[src/rtl/core/fvc_pkg.sv]
package fvc_pkg;

  localparam int unsigned VALUE_BITS = 32;
  localparam int unsigned COLOR_BITS = 8;
  localparam int unsigned LOG_TABLE_BITS = 8;
  localparam int unsigned LOG_TBL_SIZE = 1 << LOG_TABLE_BITS;
  localparam int unsigned FRAC_BITS = 16;
  localparam int unsigned LOG_BITS = 22;
  localparam int unsigned CFG_IDX_BITS = 3;

  localparam logic [FRAC_BITS:0] FRAC_ONE = 17'h10000;
  localparam logic [FRAC_BITS:0] FRAC_HALF = 17'h08000;

  localparam int unsigned SQRT_STAGES = 8;
  localparam int unsigned SQRT_STEPS = 4;
  localparam int unsigned DIV_STAGES = 4;
  localparam int unsigned DIV_STEPS = 4;

  localparam logic [31:0] RECIP_10K = 32'd3518437209;
  localparam int unsigned RECIP_10K_SHIFT = 45;
  localparam logic [31:0] RECIP_100K = 32'd2814749768;
  localparam int unsigned RECIP_100K_SHIFT = 48;
  localparam logic [20:0] RECIP_1K = 21'd1073742;
  localparam int unsigned RECIP_1K_SHIFT = 30;
  localparam logic [37:0] CODE_ROUND = 38'd32768000;
  localparam logic [COLOR_BITS-1:0] CODE_MAX = {COLOR_BITS{1'b1}};

  localparam logic signed [VALUE_BITS-1:0] RANGE_HIGH_RST = 32'sd65536;

  typedef enum logic [CFG_IDX_BITS-1:0] {
    CFG_QUANTITY_SELECT = 3'd0,
    CFG_DIVERGING_MODE  = 3'd1,
    CFG_LOG_SCALE       = 3'd2,
    CFG_RANGE_LOW       = 3'd3,
    CFG_RANGE_HIGH      = 3'd4
  } fvc_cfg_idx_e;

  typedef enum logic [1:0] {
    QTY_X   = 2'd0,
    QTY_Y   = 2'd1,
    QTY_Z   = 2'd2,
    QTY_MAG = 2'd3
  } fvc_qty_e;

  typedef enum logic [2:0] {
    KIND_ZERO = 3'd0,
    KIND_ONE  = 3'd1,
    KIND_HALF = 3'd2,
    KIND_DIV  = 3'd3,
    KIND_LOG  = 3'd4
  } fvc_kind_e;

  typedef struct packed {
    logic signed [VALUE_BITS-1:0] field_x;
    logic signed [VALUE_BITS-1:0] field_y;
    logic signed [VALUE_BITS-1:0] field_z;
  } fvc_in_t;

  typedef struct packed {
    logic [COLOR_BITS-1:0] red;
    logic [COLOR_BITS-1:0] green;
    logic [COLOR_BITS-1:0] blue;
  } fvc_out_t;

  typedef struct packed {
    logic               mag;
    logic               k;
    logic signed [33:0] comp;
  } fvc_sq_side_t;

  typedef struct packed {
    fvc_kind_e kind;
    logic      neg;
  } fvc_div_side_t;

  typedef logic [9:0] milli_t;
  typedef logic [FRAC_BITS-1:0] log_tbl_t [LOG_TBL_SIZE];

  localparam milli_t VIRIDIS [6][3] = '{
    '{10'd267, 10'd5,   10'd329},
    '{10'd283, 10'd141, 10'd458},
    '{10'd254, 10'd265, 10'd530},
    '{10'd164, 10'd471, 10'd558},
    '{10'd478, 10'd821, 10'd318},
    '{10'd993, 10'd906, 10'd144}
  };
  localparam milli_t DIV_BLUE [3] = '{10'd160, 10'd360, 10'd720};
  localparam milli_t DIV_WHITE [3] = '{10'd960, 10'd960, 10'd960};
  localparam milli_t DIV_RED [3] = '{10'd790, 10'd160, 10'd160};

  function automatic log_tbl_t gen_log_tbl();
    log_tbl_t tbl;
    logic [63:0] m;
    logic [FRAC_BITS-1:0] f;
    for (int i = 0; i < LOG_TBL_SIZE; i++) begin
      m = 64'(LOG_TBL_SIZE + i) << (30 - LOG_TABLE_BITS);
      f = '0;
      for (int j = 0; j < FRAC_BITS; j++) begin
        m = (m * m) >> 30;
        f = {f[FRAC_BITS-2:0], 1'b0};
        if (m >= (64'd2 << 30)) begin
          m = m >> 1;
          f[0] = 1'b1;
        end
      end
      tbl[i] = f;
    end
    return tbl;
  endfunction

  localparam log_tbl_t LOG_TBL = gen_log_tbl();

  function automatic logic [5:0] lead_one(input logic [33:0] x);
    logic [5:0] r;
    r = '0;
    for (int i = 0; i < 34; i++) begin
      if (x[i]) begin
        r = 6'(i);
      end
    end
    return r;
  endfunction

  function automatic logic [LOG_TABLE_BITS-1:0] log_idx(input logic [33:0] x,
                                                        input logic [5:0] msb);
    logic [33:0] sh;
    if (msb >= 6'(LOG_TABLE_BITS)) begin
      sh = x >> (msb - 6'(LOG_TABLE_BITS));
    end else begin
      sh = x << (6'(LOG_TABLE_BITS) - msb);
    end
    return sh[LOG_TABLE_BITS-1:0];
  endfunction

  function automatic logic [LOG_BITS-1:0] log2q(input logic [33:0] x);
    logic [5:0] msb;
    logic [LOG_TABLE_BITS-1:0] idx;
    msb = lead_one(x);
    idx = log_idx(x, msb);
    return {msb, {FRAC_BITS{1'b0}}} + LOG_BITS'(LOG_TBL[idx]);
  endfunction

endpackage

[src/rtl/core/fvc_div.sv]
module fvc_div
  import fvc_pkg::*;
(
  input  logic                  clk_i,
  input  logic [DIV_STAGES-1:0] en_i,
  input  logic [33:0]           num_i,
  input  logic [33:0]           den_i,
  input  fvc_div_side_t         side_i,
  output logic [FRAC_BITS-1:0]  quot_o,
  output fvc_div_side_t         side_o
);

  logic [33:0]          rem_q  [DIV_STAGES];
  logic [33:0]          den_q  [DIV_STAGES];
  logic [FRAC_BITS-1:0] quot_q [DIV_STAGES];
  fvc_div_side_t        side_q [DIV_STAGES];

  for (genvar s = 0; s < DIV_STAGES; s++) begin : g_stage
    logic [34:0]          rem_w;
    logic [33:0]          rem_in, den_in;
    logic [FRAC_BITS-1:0] quot_in, quot_d;
    fvc_div_side_t        side_in;

    if (s == 0) begin : g_first
      assign rem_in  = num_i;
      assign den_in  = den_i;
      assign quot_in = '0;
      assign side_in = side_i;
    end else begin : g_next
      assign rem_in  = rem_q[s-1];
      assign den_in  = den_q[s-1];
      assign quot_in = quot_q[s-1];
      assign side_in = side_q[s-1];
    end

    always_comb begin
      rem_w  = {1'b0, rem_in};
      quot_d = quot_in;
      for (int j = 0; j < DIV_STEPS; j++) begin
        rem_w = {rem_w[33:0], 1'b0};
        if (rem_w >= {1'b0, den_in}) begin
          rem_w  = rem_w - {1'b0, den_in};
          quot_d = {quot_d[FRAC_BITS-2:0], 1'b1};
        end else begin
          quot_d = {quot_d[FRAC_BITS-2:0], 1'b0};
        end
      end
    end

    always_ff @(posedge clk_i) begin
      if (en_i[s]) begin
        rem_q[s]  <= rem_w[33:0];
        den_q[s]  <= den_in;
        quot_q[s] <= quot_d;
        side_q[s] <= side_in;
      end
    end
  end

  assign quot_o = quot_q[DIV_STAGES-1];
  assign side_o = side_q[DIV_STAGES-1];

endmodule

[config.mk]
export PLATFORM = sky130hd
export DESIGN_NAME = fvc_div
export DESIGN_NICKNAME = d
export VERILOG_FILES = /design/src/rtl/core/fvc_pkg.sv /design/src/rtl/core/fvc_div.sv
export SDC_FILE = /design/constraint.sdc
export NUM_CORES = 2
export LEC_CHECK = 0
export BUFFER_PORTS_ARGS = -buffer_cell sky130_fd_sc_hd__buf_2
export CORE_AREA = 8 8 344 346
export CTS_BUF_LIST = sky130_fd_sc_hd__clkbuf_2
export DETAILED_ROUTE_END_ITERATION = 16
export DIE_AREA = 0 0 352 354
export SETUP_SLACK_MARGIN = 0.1
export SYNTH_ARGS = -nofsm -noshare
export SYNTH_HDL_FRONTEND = slang
export SYNTH_SLANG_ARGS = --single-unit
[constraint.sdc]
create_clock -name clk_i -period 14.24 [get_ports clk_i]
set_clock_uncertainty 0.15 [all_clocks]
set_input_delay 0.712 -clock clk_i [delete_from_list [all_inputs] [get_ports clk_i]]
set_output_delay 0.712 -clock clk_i [all_outputs]
set_load 0.005 [all_outputs]
# Yosys cells after proc, flatten, opt, wreduce, memory -nomap -nowiden
# Memory sizes are Yosys's and may differ from the RTL's.
# Index checks and enable logic that the tools add are counted.
[totals]
wordCells = 76
mem_count = 4
output_inout_bits = 20
in_bits = 77
ram_bits = 352
regBits = 0
[op_classes]
magnitude_cmp = 16
mux = 40
addsub = 16
[mem_list]
columns = ["name", "words", "word_bits", "read_ports", "rd_clocked_by_memory_dff", "write_ports", "line", "rtl"]
rows = [
  ["den_q", 4, 34, 3, 0, 4, "fvc_div.sv:14", "logic [33:0] den_q [DIV_STAGES];"],
  ["rem_q", 4, 34, 3, 0, 4, "fvc_div.sv:13", "logic [33:0] rem_q [DIV_STAGES];"],
  ["quot_q", 4, 16, 4, 0, 4, "fvc_div.sv:15", "logic [FRAC_BITS-1:0] quot_q [DIV_STAGES];"],
  ["side_q", 4, 4, 4, 0, 4, "fvc_div.sv:16", "fvc_div_side_t side_q [DIV_STAGES];"],
]
[ops]
columns = ["cell", "n"]
rows = [
  ["35-bit by 34-bit >= comparator with 1-bit output", 16],
  ["34-bit 2-to-1 mux", 16],
  ["34-bit subtractor", 16],
  ["1-bit 2-to-1 mux", 24],
]

# Depth between registers and ports, before layout
# An unclocked memory read counts as a cell.
[logic_depth]
word_depth = 9
mapped_depth = 57
mapped_depth_nobuf = 50

# Worst setup path before layout
# Ideal clock, no wire load.
[synth_timing]
path_type = "input to register"
startpoint = "input port den_i[33]"
endpoint = "memory rem_q[0][10], data pin"
slack_ps = 2475
setup_ps = 262
stages = 48
required_time_ps = 13828
path_buffers = 8
arrival_ps = 11353
cell_sequence = "inv_1 > ha_1 > clkbuf_1 > nand4b_1 > nor4_1 > nand4_1 > o21ai_0 > a21oi_1 > nand2_1 > buf_1 > clkbuf_1 > mux2_2 > ha_1 > clkbuf_1 > nand2_1 > nor4_1 > nand2_1 > o21ai_0 > (+12 left out) > a221o_1 > a211oi_2 > a21o_1 > o211ai_2 > clkbuf_1 > mux2_2 > ha_1 > a21o_1 > a21o_1 > a21oi_1 > o21bai_1 > a221o_1 > o41ai_1 > a21boi_0 > nor3_1 > a21oi_4 > buf_2 > mux2_1"
[synth_rtl]
columns = ["element", "line", "rtl"]
rows = [
  ["from (decl)", "fvc_div.sv:7", "input logic [33:0] den_i,"],
  ["to (decl)", "fvc_div.sv:13", ""],
]

==> flow_metrics.env <==
export IMPL_synth_flop_cell="edfxtp_1"
export IMPL_period_minus_slack_ps=13500
export IMPL_root_buffer="clkbuf_2"
export IMPL_place_congestion=0.9418
export IMPL_drc=0
export IMPL_die_w_um=352
export IMPL_wl_per_cell_um=21.04
export IMPL_synth_top_area_frac=0.1936
export IMPL_worstPathRequired_ps=14900
export IMPL_placed_cell_area_um2=42630
export IMPL_synth_area_per_cell_um2=8.252
export IMPL_maxCapViolCount=0
export IMPL_layout_nets=5660
export IMPL_worst_setup_path_type="reg -> reg"
export IMPL_design_area_um2=43970
export IMPL_netlist_top_cells_area="edfxtp_1 19%, ha_1 17%, xnor2_1 6.5%"
export IMPL_start_util=0.3566
export IMPL_htree_num_levels=3
export IMPL_routed_wl_um=139400
export IMPL_status="finished clean"
export IMPL_synth_edff_count=260
export IMPL_clk_path_buf_depth=3
export IMPL_fmax_mhz=74.06
export IMPL_num_fill_cells=11730
export IMPL_syn_nets=5500
export IMPL_slew_viol_final=0
export IMPL_dr_pass1_iters=6
export IMPL_tightest_slew_ps=941.9
export IMPL_boundaryPins=97
export IMPL_vias_per_cell=5.702
export IMPL_grt_max_degree=63
export IMPL_yosys_warnings=0
export IMPL_insertion_delay_ps=1190
export IMPL_drive_gt1_frac=0.1229
export IMPL_detail_route_antenna_nets=0
export IMPL_grt_pass1_vias=35940
export IMPL_async_flop_share=0
export IMPL_antenna_found_initial=5
export IMPL_finalHoldViolCount=0
export IMPL_grt_pass1_wl_um=209500
export IMPL_die_area_um2=124600
export IMPL_cp_max_fo=35
export IMPL_hpwl_um=114800
export IMPL_setup_viol=0
export IMPL_grt_overflow=0
export IMPL_netlist_area_um2=40330
export IMPL_synthCells=4887
export IMPL_portBuffers=96
export IMPL_crit_arrival_ps=14160
export IMPL_slew_headroom=0.3714
export IMPL_rsz0062_at_grt="no"
export IMPL_syn2layout_area_growth_pct=9.041
export IMPL_crit_path_end_kind="flop"
export IMPL_cts_made_buffers=80
export IMPL_synth_seq_cells=260
export IMPL_hp_class="in -> reg"
export IMPL_synth_seq_area_share=0.1936
export IMPL_worst_setup_path_start_kind="flop"
export IMPL_path_clk_slew_ps=90
export IMPL_synth_cell_type_count=106
export IMPL_vias=37760
export IMPL_setup_tns_ps=0
export IMPL_post_route_period_util=0.9483
export IMPL_core_um2=113100
export IMPL_die_h_um=354
export IMPL_yosysTopAreaCell="edfxtp_1"
export IMPL_worst_path_max_delay_cell="o311ai_0"
export IMPL_grt_use_total=0.2108
export IMPL_slowest_delay_ps=510
export IMPL_dr_first_iter_drc_count=3232
export IMPL_rows=124
export IMPL_cts_tree="yes"
export IMPL_cts_sinks=260
## stage by stage
step	hold slack, ps	utilization	setup WS [ps]	std cells
floorplan	250.3	-	2475	4887
global placement	251.1	0.3769	569.9	6426
detailed placement	254.5	0.3769	582.7	6426
CTS	58.36	0.3880	576.3	6611
global route	79.25	0.3888	175.6	6622
finish	189.5	0.3888	736.7	6622
## critical path, delay by kind of cell, from the launching register on
family,cells,cell delay [ps]
flops,1,430
buf+inv,7,1580
fa+ha+maj,4,1560
compound gates,18,4930
simple gates,13,2800
mux,4,1590
## area by class of cell
cell class	count	area, um^2	share of cell area
flip-flops and latches	260	7807	0.1776
repair buffers	200	1415	0.03218
multi-input cells	4231	30990	0.7047
well taps	1512	1892	0.04302
clock buffers	108	540.5	0.01229
inverters	274	1028	0.02339
diodes	2	5.005	0.0001138
clock inverters	35	296.5	0.006743
## cell usage in the layout, fill, tap and decap left out, drive strengths merged, types with 49 or more instances in the layout
master,instances
o21bai,82
xnor2,297
and3,51
nor2b,49
edfxtp,260
ha,532
xor2,142
nor3,92
a21oi,481
o21ai,345
mux2,269
nand2,381
nor2,341
buf,158
inv,275
a21o,264
nand3,107
nand2b,66
clkbuf,108
nand4,73
o21a,91
## path summary, 6_finish.rpt
path / depth (start not counted) / slack, ps / to / from
worst max-delay path: 46 / 740 / rem_q[1][27]$_DFFE_PP_ / den_q[0][10]$_DFFE_PP_
worst min-delay path: 2 / 190 / den_q[0][28]$_DFFE_PP_ / den_i[28]
worst max register to register: 46 / 740 / rem_q[1][27]$_DFFE_PP_ / den_q[0][10]$_DFFE_PP_
worst min register to register: 0 / 240 / den_q[1][15]$_DFFE_PP_ / den_q[0][15]$_DFFE_PP_
## cells by family after synthesis
kind of cell	count (synthesis)	share of synthesized area
buf+inv	397	0.03919
simple gates	1320	0.1582
xor+xnor	439	0.09534
flops	260	0.1936
mux	290	0.08293
compound gates	1645	0.2637
fa+ha+maj	536	0.1670
## synth_stat cells, drive strengths merged (10+ instances only)
library cell,number
xor2,142
mux2i,21
nand3b,10
o21ai,345
a211o,20
o211ai,37
nor4,27
and2,42
buf,49
a21boi,18
nand3,107
inv,273
nand2,381
o22ai,13
a2111oi,10
a31o,14
nor2b,49
o31a,20
mux2,269
and3,51
clkbuf,74
edfxtp,260
nor3,92
o21a,91
a221oi,14
a211oi,46
a221o,12
nor3b,10
and4,14
or3,23
a31oi,45
nor2,340
a21o,264
a21oi,481
or2,21
nand2b,66
o31ai,29
xnor2,297
nand4,73
o21bai,82
ha,532
## per-layer routing
metal	track usage	part of all wire
met2	0.3545	0.46
met3	0.02931	0.060
met4	0.06914	0.032
met5	0	0.000086
met1	0.2772	0.45
## sequential cells by signal (all words and copies together), names as in the netlist
register  cells
den_q       102
quot_q       40
rem_q       102
side_q       16
## timing repair
item                       in CTS  in global routing
buffers inserted                0                  8
gates resized for setup         0                  5
hold buffers                   42                  0
setup endpoints to repair       0                 58
hold endpoints to repair      129                  0
Power is not shown: default switching activity piles up to over one toggle a cycle in this logic, so the estimate is an artifact.
