**src/rtl/core/fvc_pkg.sv**
```systemverilog
package fvc_pkg;

  localparam int unsigned VALUE_BITS = 32;
  localparam int unsigned COLOR_BITS = 8;
  localparam int unsigned LOG_TABLE_BITS = 8;
  localparam int unsigned LOG_TBL_SIZE = 1 << LOG_TABLE_BITS;
  localparam int unsigned FRAC_BITS = 16;
  localparam int unsigned LOG_BITS = 22;
  localparam int unsigned CFG_IDX_BITS = 3;

  localparam logic [FRAC_BITS:0] FRAC_ONE = 17'h10000;
  localparam logic [FRAC_BITS:0] FRAC_HALF = 17'h08000;

  localparam int unsigned SQRT_STAGES = 8;
  localparam int unsigned SQRT_STEPS = 4;
  localparam int unsigned DIV_STAGES = 4;
  localparam int unsigned DIV_STEPS = 4;

  localparam logic [31:0] RECIP_10K = 32'd3518437209;
  localparam int unsigned RECIP_10K_SHIFT = 45;
  localparam logic [31:0] RECIP_100K = 32'd2814749768;
  localparam int unsigned RECIP_100K_SHIFT = 48;
  localparam logic [20:0] RECIP_1K = 21'd1073742;
  localparam int unsigned RECIP_1K_SHIFT = 30;
  localparam logic [37:0] CODE_ROUND = 38'd32768000;
  localparam logic [COLOR_BITS-1:0] CODE_MAX = {COLOR_BITS{1'b1}};

  localparam logic signed [VALUE_BITS-1:0] RANGE_HIGH_RST = 32'sd65536;

  typedef enum logic [CFG_IDX_BITS-1:0] {
    CFG_QUANTITY_SELECT = 3'd0,
    CFG_DIVERGING_MODE  = 3'd1,
    CFG_LOG_SCALE       = 3'd2,
    CFG_RANGE_LOW       = 3'd3,
    CFG_RANGE_HIGH      = 3'd4
  } fvc_cfg_idx_e;

  typedef enum logic [1:0] {
    QTY_X   = 2'd0,
    QTY_Y   = 2'd1,
    QTY_Z   = 2'd2,
    QTY_MAG = 2'd3
  } fvc_qty_e;

  typedef enum logic [2:0] {
    KIND_ZERO = 3'd0,
    KIND_ONE  = 3'd1,
    KIND_HALF = 3'd2,
    KIND_DIV  = 3'd3,
    KIND_LOG  = 3'd4
  } fvc_kind_e;

  typedef struct packed {
    logic signed [VALUE_BITS-1:0] field_x;
    logic signed [VALUE_BITS-1:0] field_y;
    logic signed [VALUE_BITS-1:0] field_z;
  } fvc_in_t;

  typedef struct packed {
    logic [COLOR_BITS-1:0] red;
    logic [COLOR_BITS-1:0] green;
    logic [COLOR_BITS-1:0] blue;
  } fvc_out_t;

  typedef struct packed {
    logic               mag;
    logic               k;
    logic signed [33:0] comp;
  } fvc_sq_side_t;

  typedef struct packed {
    fvc_kind_e kind;
    logic      neg;
  } fvc_div_side_t;

  typedef logic [9:0] milli_t;
  typedef logic [FRAC_BITS-1:0] log_tbl_t [LOG_TBL_SIZE];

  localparam milli_t VIRIDIS [6][3] = '{
    '{10'd267, 10'd5,   10'd329},
    '{10'd283, 10'd141, 10'd458},
    '{10'd254, 10'd265, 10'd530},
    '{10'd164, 10'd471, 10'd558},
    '{10'd478, 10'd821, 10'd318},
    '{10'd993, 10'd906, 10'd144}
  };
  localparam milli_t DIV_BLUE [3] = '{10'd160, 10'd360, 10'd720};
  localparam milli_t DIV_WHITE [3] = '{10'd960, 10'd960, 10'd960};
  localparam milli_t DIV_RED [3] = '{10'd790, 10'd160, 10'd160};

  function automatic log_tbl_t gen_log_tbl();
    log_tbl_t tbl;
    logic [63:0] m;
    logic [FRAC_BITS-1:0] f;
    for (int i = 0; i < LOG_TBL_SIZE; i++) begin
      m = 64'(LOG_TBL_SIZE + i) << (30 - LOG_TABLE_BITS);
      f = '0;
      for (int j = 0; j < FRAC_BITS; j++) begin
        m = (m * m) >> 30;
        f = {f[FRAC_BITS-2:0], 1'b0};
        if (m >= (64'd2 << 30)) begin
          m = m >> 1;
          f[0] = 1'b1;
        end
      end
      tbl[i] = f;
    end
    return tbl;
  endfunction

  localparam log_tbl_t LOG_TBL = gen_log_tbl();

  function automatic logic [5:0] lead_one(input logic [33:0] x);
    logic [5:0] r;
    r = '0;
    for (int i = 0; i < 34; i++) begin
      if (x[i]) begin
        r = 6'(i);
      end
    end
    return r;
  endfunction

  function automatic logic [LOG_TABLE_BITS-1:0] log_idx(input logic [33:0] x,
                                                        input logic [5:0] msb);
    logic [33:0] sh;
    if (msb >= 6'(LOG_TABLE_BITS)) begin
      sh = x >> (msb - 6'(LOG_TABLE_BITS));
    end else begin
      sh = x << (6'(LOG_TABLE_BITS) - msb);
    end
    return sh[LOG_TABLE_BITS-1:0];
  endfunction

  function automatic logic [LOG_BITS-1:0] log2q(input logic [33:0] x);
    logic [5:0] msb;
    logic [LOG_TABLE_BITS-1:0] idx;
    msb = lead_one(x);
    idx = log_idx(x, msb);
    return {msb, {FRAC_BITS{1'b0}}} + LOG_BITS'(LOG_TBL[idx]);
  endfunction

endpackage

```
**src/rtl/core/fvc_isqrt.sv**
```systemverilog
module fvc_isqrt
  import fvc_pkg::*;
(
  input  logic                   clk_i,
  input  logic [SQRT_STAGES-1:0] en_i,
  input  logic [63:0]            rad_i,
  input  fvc_sq_side_t           side_i,
  output logic [31:0]            root_o,
  output fvc_sq_side_t           side_o
);

  logic [35:0]  rem_q  [SQRT_STAGES];
  logic [31:0]  root_q [SQRT_STAGES];
  logic [63:0]  rad_q  [SQRT_STAGES];
  fvc_sq_side_t side_q [SQRT_STAGES];

  for (genvar s = 0; s < SQRT_STAGES; s++) begin : g_stage
    logic [35:0]  rem_in, rem_d, trial;
    logic [31:0]  root_in, root_d;
    logic [63:0]  rad_in, rad_d;
    fvc_sq_side_t side_in;

    if (s == 0) begin : g_first
      assign rem_in  = '0;
      assign root_in = '0;
      assign rad_in  = rad_i;
      assign side_in = side_i;
    end else begin : g_next
      assign rem_in  = rem_q[s-1];
      assign root_in = root_q[s-1];
      assign rad_in  = rad_q[s-1];
      assign side_in = side_q[s-1];
    end

    always_comb begin
      rem_d  = rem_in;
      root_d = root_in;
      rad_d  = rad_in;
      trial  = '0;
      for (int j = 0; j < SQRT_STEPS; j++) begin
        rem_d = {rem_d[33:0], rad_d[63:62]};
        rad_d = {rad_d[61:0], 2'b00};
        trial = {2'b00, root_d, 2'b01};
        if (rem_d >= trial) begin
          rem_d  = rem_d - trial;
          root_d = {root_d[30:0], 1'b1};
        end else begin
          root_d = {root_d[30:0], 1'b0};
        end
      end
    end

    always_ff @(posedge clk_i) begin
      if (en_i[s]) begin
        rem_q[s]  <= rem_d;
        root_q[s] <= root_d;
        rad_q[s]  <= rad_d;
        side_q[s] <= side_in;
      end
    end
  end

  assign root_o = root_q[SQRT_STAGES-1];
  assign side_o = side_q[SQRT_STAGES-1];

endmodule

```
**config.mk**
```make
export PLATFORM = sky130hd
export DESIGN_NAME = fvc_isqrt
export DESIGN_NICKNAME = d
export VERILOG_FILES = /design/src/rtl/core/fvc_pkg.sv /design/src/rtl/core/fvc_isqrt.sv
export SDC_FILE = /design/constraint.sdc
export NUM_CORES = 2
export LEC_CHECK = 0
export BUFFER_PORTS_ARGS = -buffer_cell sky130_fd_sc_hd__buf_2
export CAP_MARGIN = 10
export CORE_MARGIN = 4
export CORE_UTILIZATION = 60
export CTS_CLUSTER_DIAMETER = 60
export DETAILED_ROUTE_END_ITERATION = 6
export GPL_ROUTABILITY_DRIVEN = 0
export PLACE_DENSITY = 0.77
export SLEW_MARGIN = 30
export SYNTH_ARGS = -nofsm -noshare
export SYNTH_HDL_FRONTEND = slang
export SYNTH_SLANG_ARGS = --single-unit
```
**constraint.sdc**
```tcl
create_clock -name clk_i -period 22.3 [get_ports clk_i]
set_input_delay 3.345 -clock clk_i [delete_from_list [all_inputs] [get_ports clk_i]]
set_output_delay 3.345 -clock clk_i [all_outputs]
set_load 0.05 [all_outputs]
```
Word-level counts from Yosys, hierarchy flattened --
Memory sizes are Yosys's and may differ from the RTL's. Index checks and enable logic that the tools add are counted.
Storage, ports and cells: register bits after elaboration 0, latch bits 0, RAM bits 1280, memory bits (read-only) 0, input port bits 109, memories 4
Memories:
- rad_q | depth 8, bits a word 56, rd ports 7, clocked after memory_dff 0, wr ports 8, RTL line fvc_isqrt.sv:14 | logic [63:0] rad_q [SQRT_STAGES];
- rem_q | depth 8, bits a word 36, rd ports 7, clocked after memory_dff 0, wr ports 8, RTL line fvc_isqrt.sv:12 | logic [35:0] rem_q [SQRT_STAGES];
- side_q | depth 8, bits a word 36, rd ports 8, clocked after memory_dff 0, wr ports 8, RTL line fvc_isqrt.sv:15 | fvc_sq_side_t side_q [SQRT_STAGES];
- root_q | depth 8, bits a word 32, rd ports 8, clocked after memory_dff 0, wr ports 8, RTL line fvc_isqrt.sv:13 | logic [31:0] root_q [SQRT_STAGES];
Operators by class: $add $sub $neg 32, $mul 0, div/mod/pow operators 0, order comparisons 32, eq/ne operators 0, shift-type cells 0, muxes and demuxes 80, bitwise gates (word level) 0, reduce and logical (&&, ||, !) cells 0
Operator list (count):
- $ge 36x34->1 | 28
- $mux 34 | 24
- $sub 34x34->34 | 21
- $mux 36 | 8
- $sub 36x34->36 | 7
- $mux 1 | 48
- $ge 36x3->1 | 1
- $ge 36x4->1 | 1
- $ge 36x5->1 | 1
- $sub 36x5->36 | 1
- $sub 34x3->34 | 1
- $sub 34x4->34 | 1
- $sub 2x1->3 const B | 1
- $ge 2x1->1 const B | 1

Logic depth before layout (Yosys ltp) --
An unclocked memory read counts as a cell.
word-level depth 9, mapped depth 67, mapped depth without buffers 58

Worst setup path before layout --
No wires, ideal clock.
path kind flip-flop to flip-flop, from mem root_q[5][7], in the netlist root_q[1][39], to mem rem_q[6][33] (data pin), library setup time 0.264 ns, data arrival time 11.789 ns, slack 10.247 ns, stages on the path, launching flop included 63, buffers on the path 9, clock period less this slack 12.053 ns, path through edfxtp_1 inv_1 ha_1 and2_1 or4_1 o221ai_1 a21oi_1 o221ai_1 nand2_1 inv_1 clkbuf_1 clkbuf_1 nand2_1 nand2_1 ha_1 clkbuf_1 and3_1 and3_1 [... 27 more ...] inv_1 clkbuf_1 o21ai_0 ha_1 clkbuf_1 nand2_1 nand2_1 a21o_1 a21o_1 a21o_1 a221o_1 nand2b_1 a211o_1 a31o_2 a22oi_1 a211oi_1 nor4_1 xnor2_1
RTL lines (RTL line):
- start, declared | fvc_isqrt.sv:13
- end, declared | fvc_isqrt.sv:12

==> results.md <==
- Worst Setup SP: root_q[0][68]
- CP Capture Type: register
- Clock-pin slew of the registers on the worst-case setup and hold paths: about 0.060 ns
- Cells after Synth: ~7900
- Drt total wl: around 210000 um
- Fin. Hold Viols: 0
- # DRC: 0
- I/O pin count: around 180
- DRT iter0 DRCs: around 8400
- Slowest cell on the critical path: or4_1
- Largest net degree at the start of global routing: 78
- Worst Reg-to-Reg Cells: 56
- DP Area: around 75000 sq um
- Final Max Slew Viols: 0
- Relative slew margins: 29.4%
- Mux share of post-synthesis cell area: between 1.5 and 2%
- Core ar.: between 100000 and 150000 sq um
- Max_cap viols: 0
- Status: completed
- RSZ-0062 raised after global routing: no
- Final ANT Viol Nets: 0
- Post-synth cell types: 116
- Top FF cell, synth: edfxtp_1
- Crit share post-route: 70.9%
- PostCTS Resize Cnt: 0
- GRT Overall Usage: a little under a third
- Setup Fix Bufs, Post-CTS: 0
- Tightest Pin Transition: roughly 1.1 ns
- Hold path start: rad_q[1][43]
- GRT overflow: 0
- Hold buffer count at cts: 0
- CP Buf/Inv Count: 6
- Global-route wire length before repair: 322000 um
- CP top delay family: simple AND/OR/NAND/NOR gates
- Syn Std Cell Area: between 70000 and 80000 sq um
- Synthesis warning total: 0
- CP Class: reg -> reg
- Share of synthesized flip-flops with an asynchronous set or reset: 0%
- Root buf cell: clkbuf_16
- Post-synthesis compound-gate area fraction: 20.4%
- Setup_tns: 0 ns
- DRT Pass-1 Iters: 7
- Final Skew: roughly 0.081 ns
- Antenna violations before repair: 8
- Post-Synth Simple-Gate Area: a little under a fifth
- Critical Path Stages: 56
- Via Count: between 60000 and 70000
- Die ar.: 127000 sq um
- Highest net fanout along the worst path: 33
- Die span in x: between 300 and 400 um
- Final Cell Area: approximately 78000 sq um
- Final core area utilization: between 60% and 70%
- Number of setup violations in the final report: 0
- Main combinational cell family by area after synthesis: compound AO/OA/AOI/OAI gates
- Worst skew pair latency: about 0.77 ns
- TritonCTS buffer count: about 100
- Reg2reg end: rem_q[3][15]
- Port Buffers: 176
- Crit path DAT: approximately 16 ns
- Height of the chip: 356 um
- CTS tree: yes
- Vias in the first global route: about 58000
- Sequential area share after synthesis: between 30% and 40%
- CP Launch Type: register
- Final worst path period need: roughly 16 ns
- F_max: 63.3 MHz
- Clock Sink Count: just under 900
- Synthesized flop and latch total: around 900
- Share of cells above drive strength 1: about 7.3%
- Max clock buf depth: 3
- CP required: ~23 ns
- FP Rows: between 100 and 150
- CP peak stage delay: between 0.7 and 0.8 ns
- Post-DP HPWL: 162000 um
- WL/cell: between 20 and 25 um
- Post-Synth XOR/XNOR Area: under 10%
- Hold crit path type: reg -> reg
- Vias per Instance: ~6.6
- CTS H-tree depth: 3
- Initial Utilization: between 60% and 70%
- CP endpoint: rem_q[3][15]
- Number of synthesized flops with an enable pin: 894
- FF-to-FF setup slack: about 6.5 ns
- Layout area overhead: 7.85%
- Syn avg cell area: approximately 9 sq um
- Worst R2R Start: root_q[0][68]
- Post-Synth Adder-Cell Area: approximately a tenth
- Nets: 8657
==> cell usage after synthesis, drive strengths merged (70+ instances only) <==
cell type  number  area share [%]
edfxtp        894              37
nand2         686             3.6
a21oi         677             4.7
nor2          663             3.4
ha            560             9.7
xnor2         487             5.9
o21ai         454             3.1
inv           361             1.9
a21o          341             3.5
xor2          272             3.3
nor3          207             1.5
nand3         196             1.4
clkbuf        184            0.95
nand4         132             1.1
nor4          119             1.1
nand2b         97            0.84
and3           96            0.83
a31oi          95            0.84
or3            86            0.75
mux2           85             1.3
and2           78            0.67
nor2b          78            0.67
o21a           73            0.76
o31ai          70            0.74
==> through the flow <==
step / worst slack, ns / cells / hold slack, ns
after floorplan: 10.25 / 7918 / 0.400
after global placement: 6.74 / 9494 / 0.400
after detailed placement: 6.49 / 9494 / 0.405
after CTS: 6.42 / 9687 / 0.385
after global routing: 5.51 / 9687 / 0.396
final: 6.49 / 9688 / 0.380
==> metal layers <==
metal | wire length (um) | track usage (%) | vias to the layer above
met2 | 91400 | 48.8 | 3382
met5 | 30 | 0 | -
met3 | 22700 | 6.81 | 574
li1 | - | - | 29900
met4 | 9800 | 12.8 | 4
met1 | 86900 | 44.0 | 29900
==> area by class of cell <==
type	count	area, sq um
multi-input combinational	6419	43400
fill	9602	41700
sequential	894	26800
clock buffer	118	2660
tap	1612	2020
inverter	366	1380
timing repair buffer	203	1130
clock inverter	75	796
antenna	1	2.50
==> flip-flops by register name (all words and copies together), names as in the netlist <==
name,flops
side_q,288
root_q,144
rad_q,224
rem_q,238
==> logic make-up after synthesis <==
logic type / Yosys count
buffers and inverters: 605
AND/OR/NAND/NOR: 2704
flip-flops: 894
other: 1
multiplexers: 116
AO/OA/AOI/OAI: 2277
XOR/XNOR: 759
adder cells (fa/ha/maj): 560
==> placed cells by master (no fill, tap or decap), drive strengths merged, types with 23 or more instances in the layout <==
cell type  instances
edfxtp           894
nand2            686
a21oi            677
nor2             663
ha               560
xnor2            487
o21ai            454
inv              376
a21o             341
xor2             272
nor3             207
buf              203
nand3            196
nand4            132
nor4             119
clkbuf           118
nand2b            97
and3              96
a31oi             95
or3               86
mux2              85
nor2b             78
and2              78
o21a              73
o31ai             70
o21bai            63
o211ai            63
a211oi            63
or2               58
clkinv            54
or4               51
and4              38
mux2i             31
a211o             30
a2111oi           26
nor3b             24
a31o              24
nand4b            23
==> worst min path at each step <==
stage / slack (ns) / end / cells after the start
2_1_floorplan: 0.40 / rad_q[1][10] / 0
3_3_place_gp: 0.40 / side_q[0][140] / 0
3_5_place_dp: 0.40 / rad_q[1][32] / 0
4_1_cts: 0.39 / rad_q[2][51] / 0
5_1_grt: 0.40 / rad_q[1][41] / 0
6_report: 0.38 / rad_q[2][51] / 0
Power is left out: the tool's default activity adds up to more than one toggle a clock period on the data nets, which glitch-free logic cannot reach.
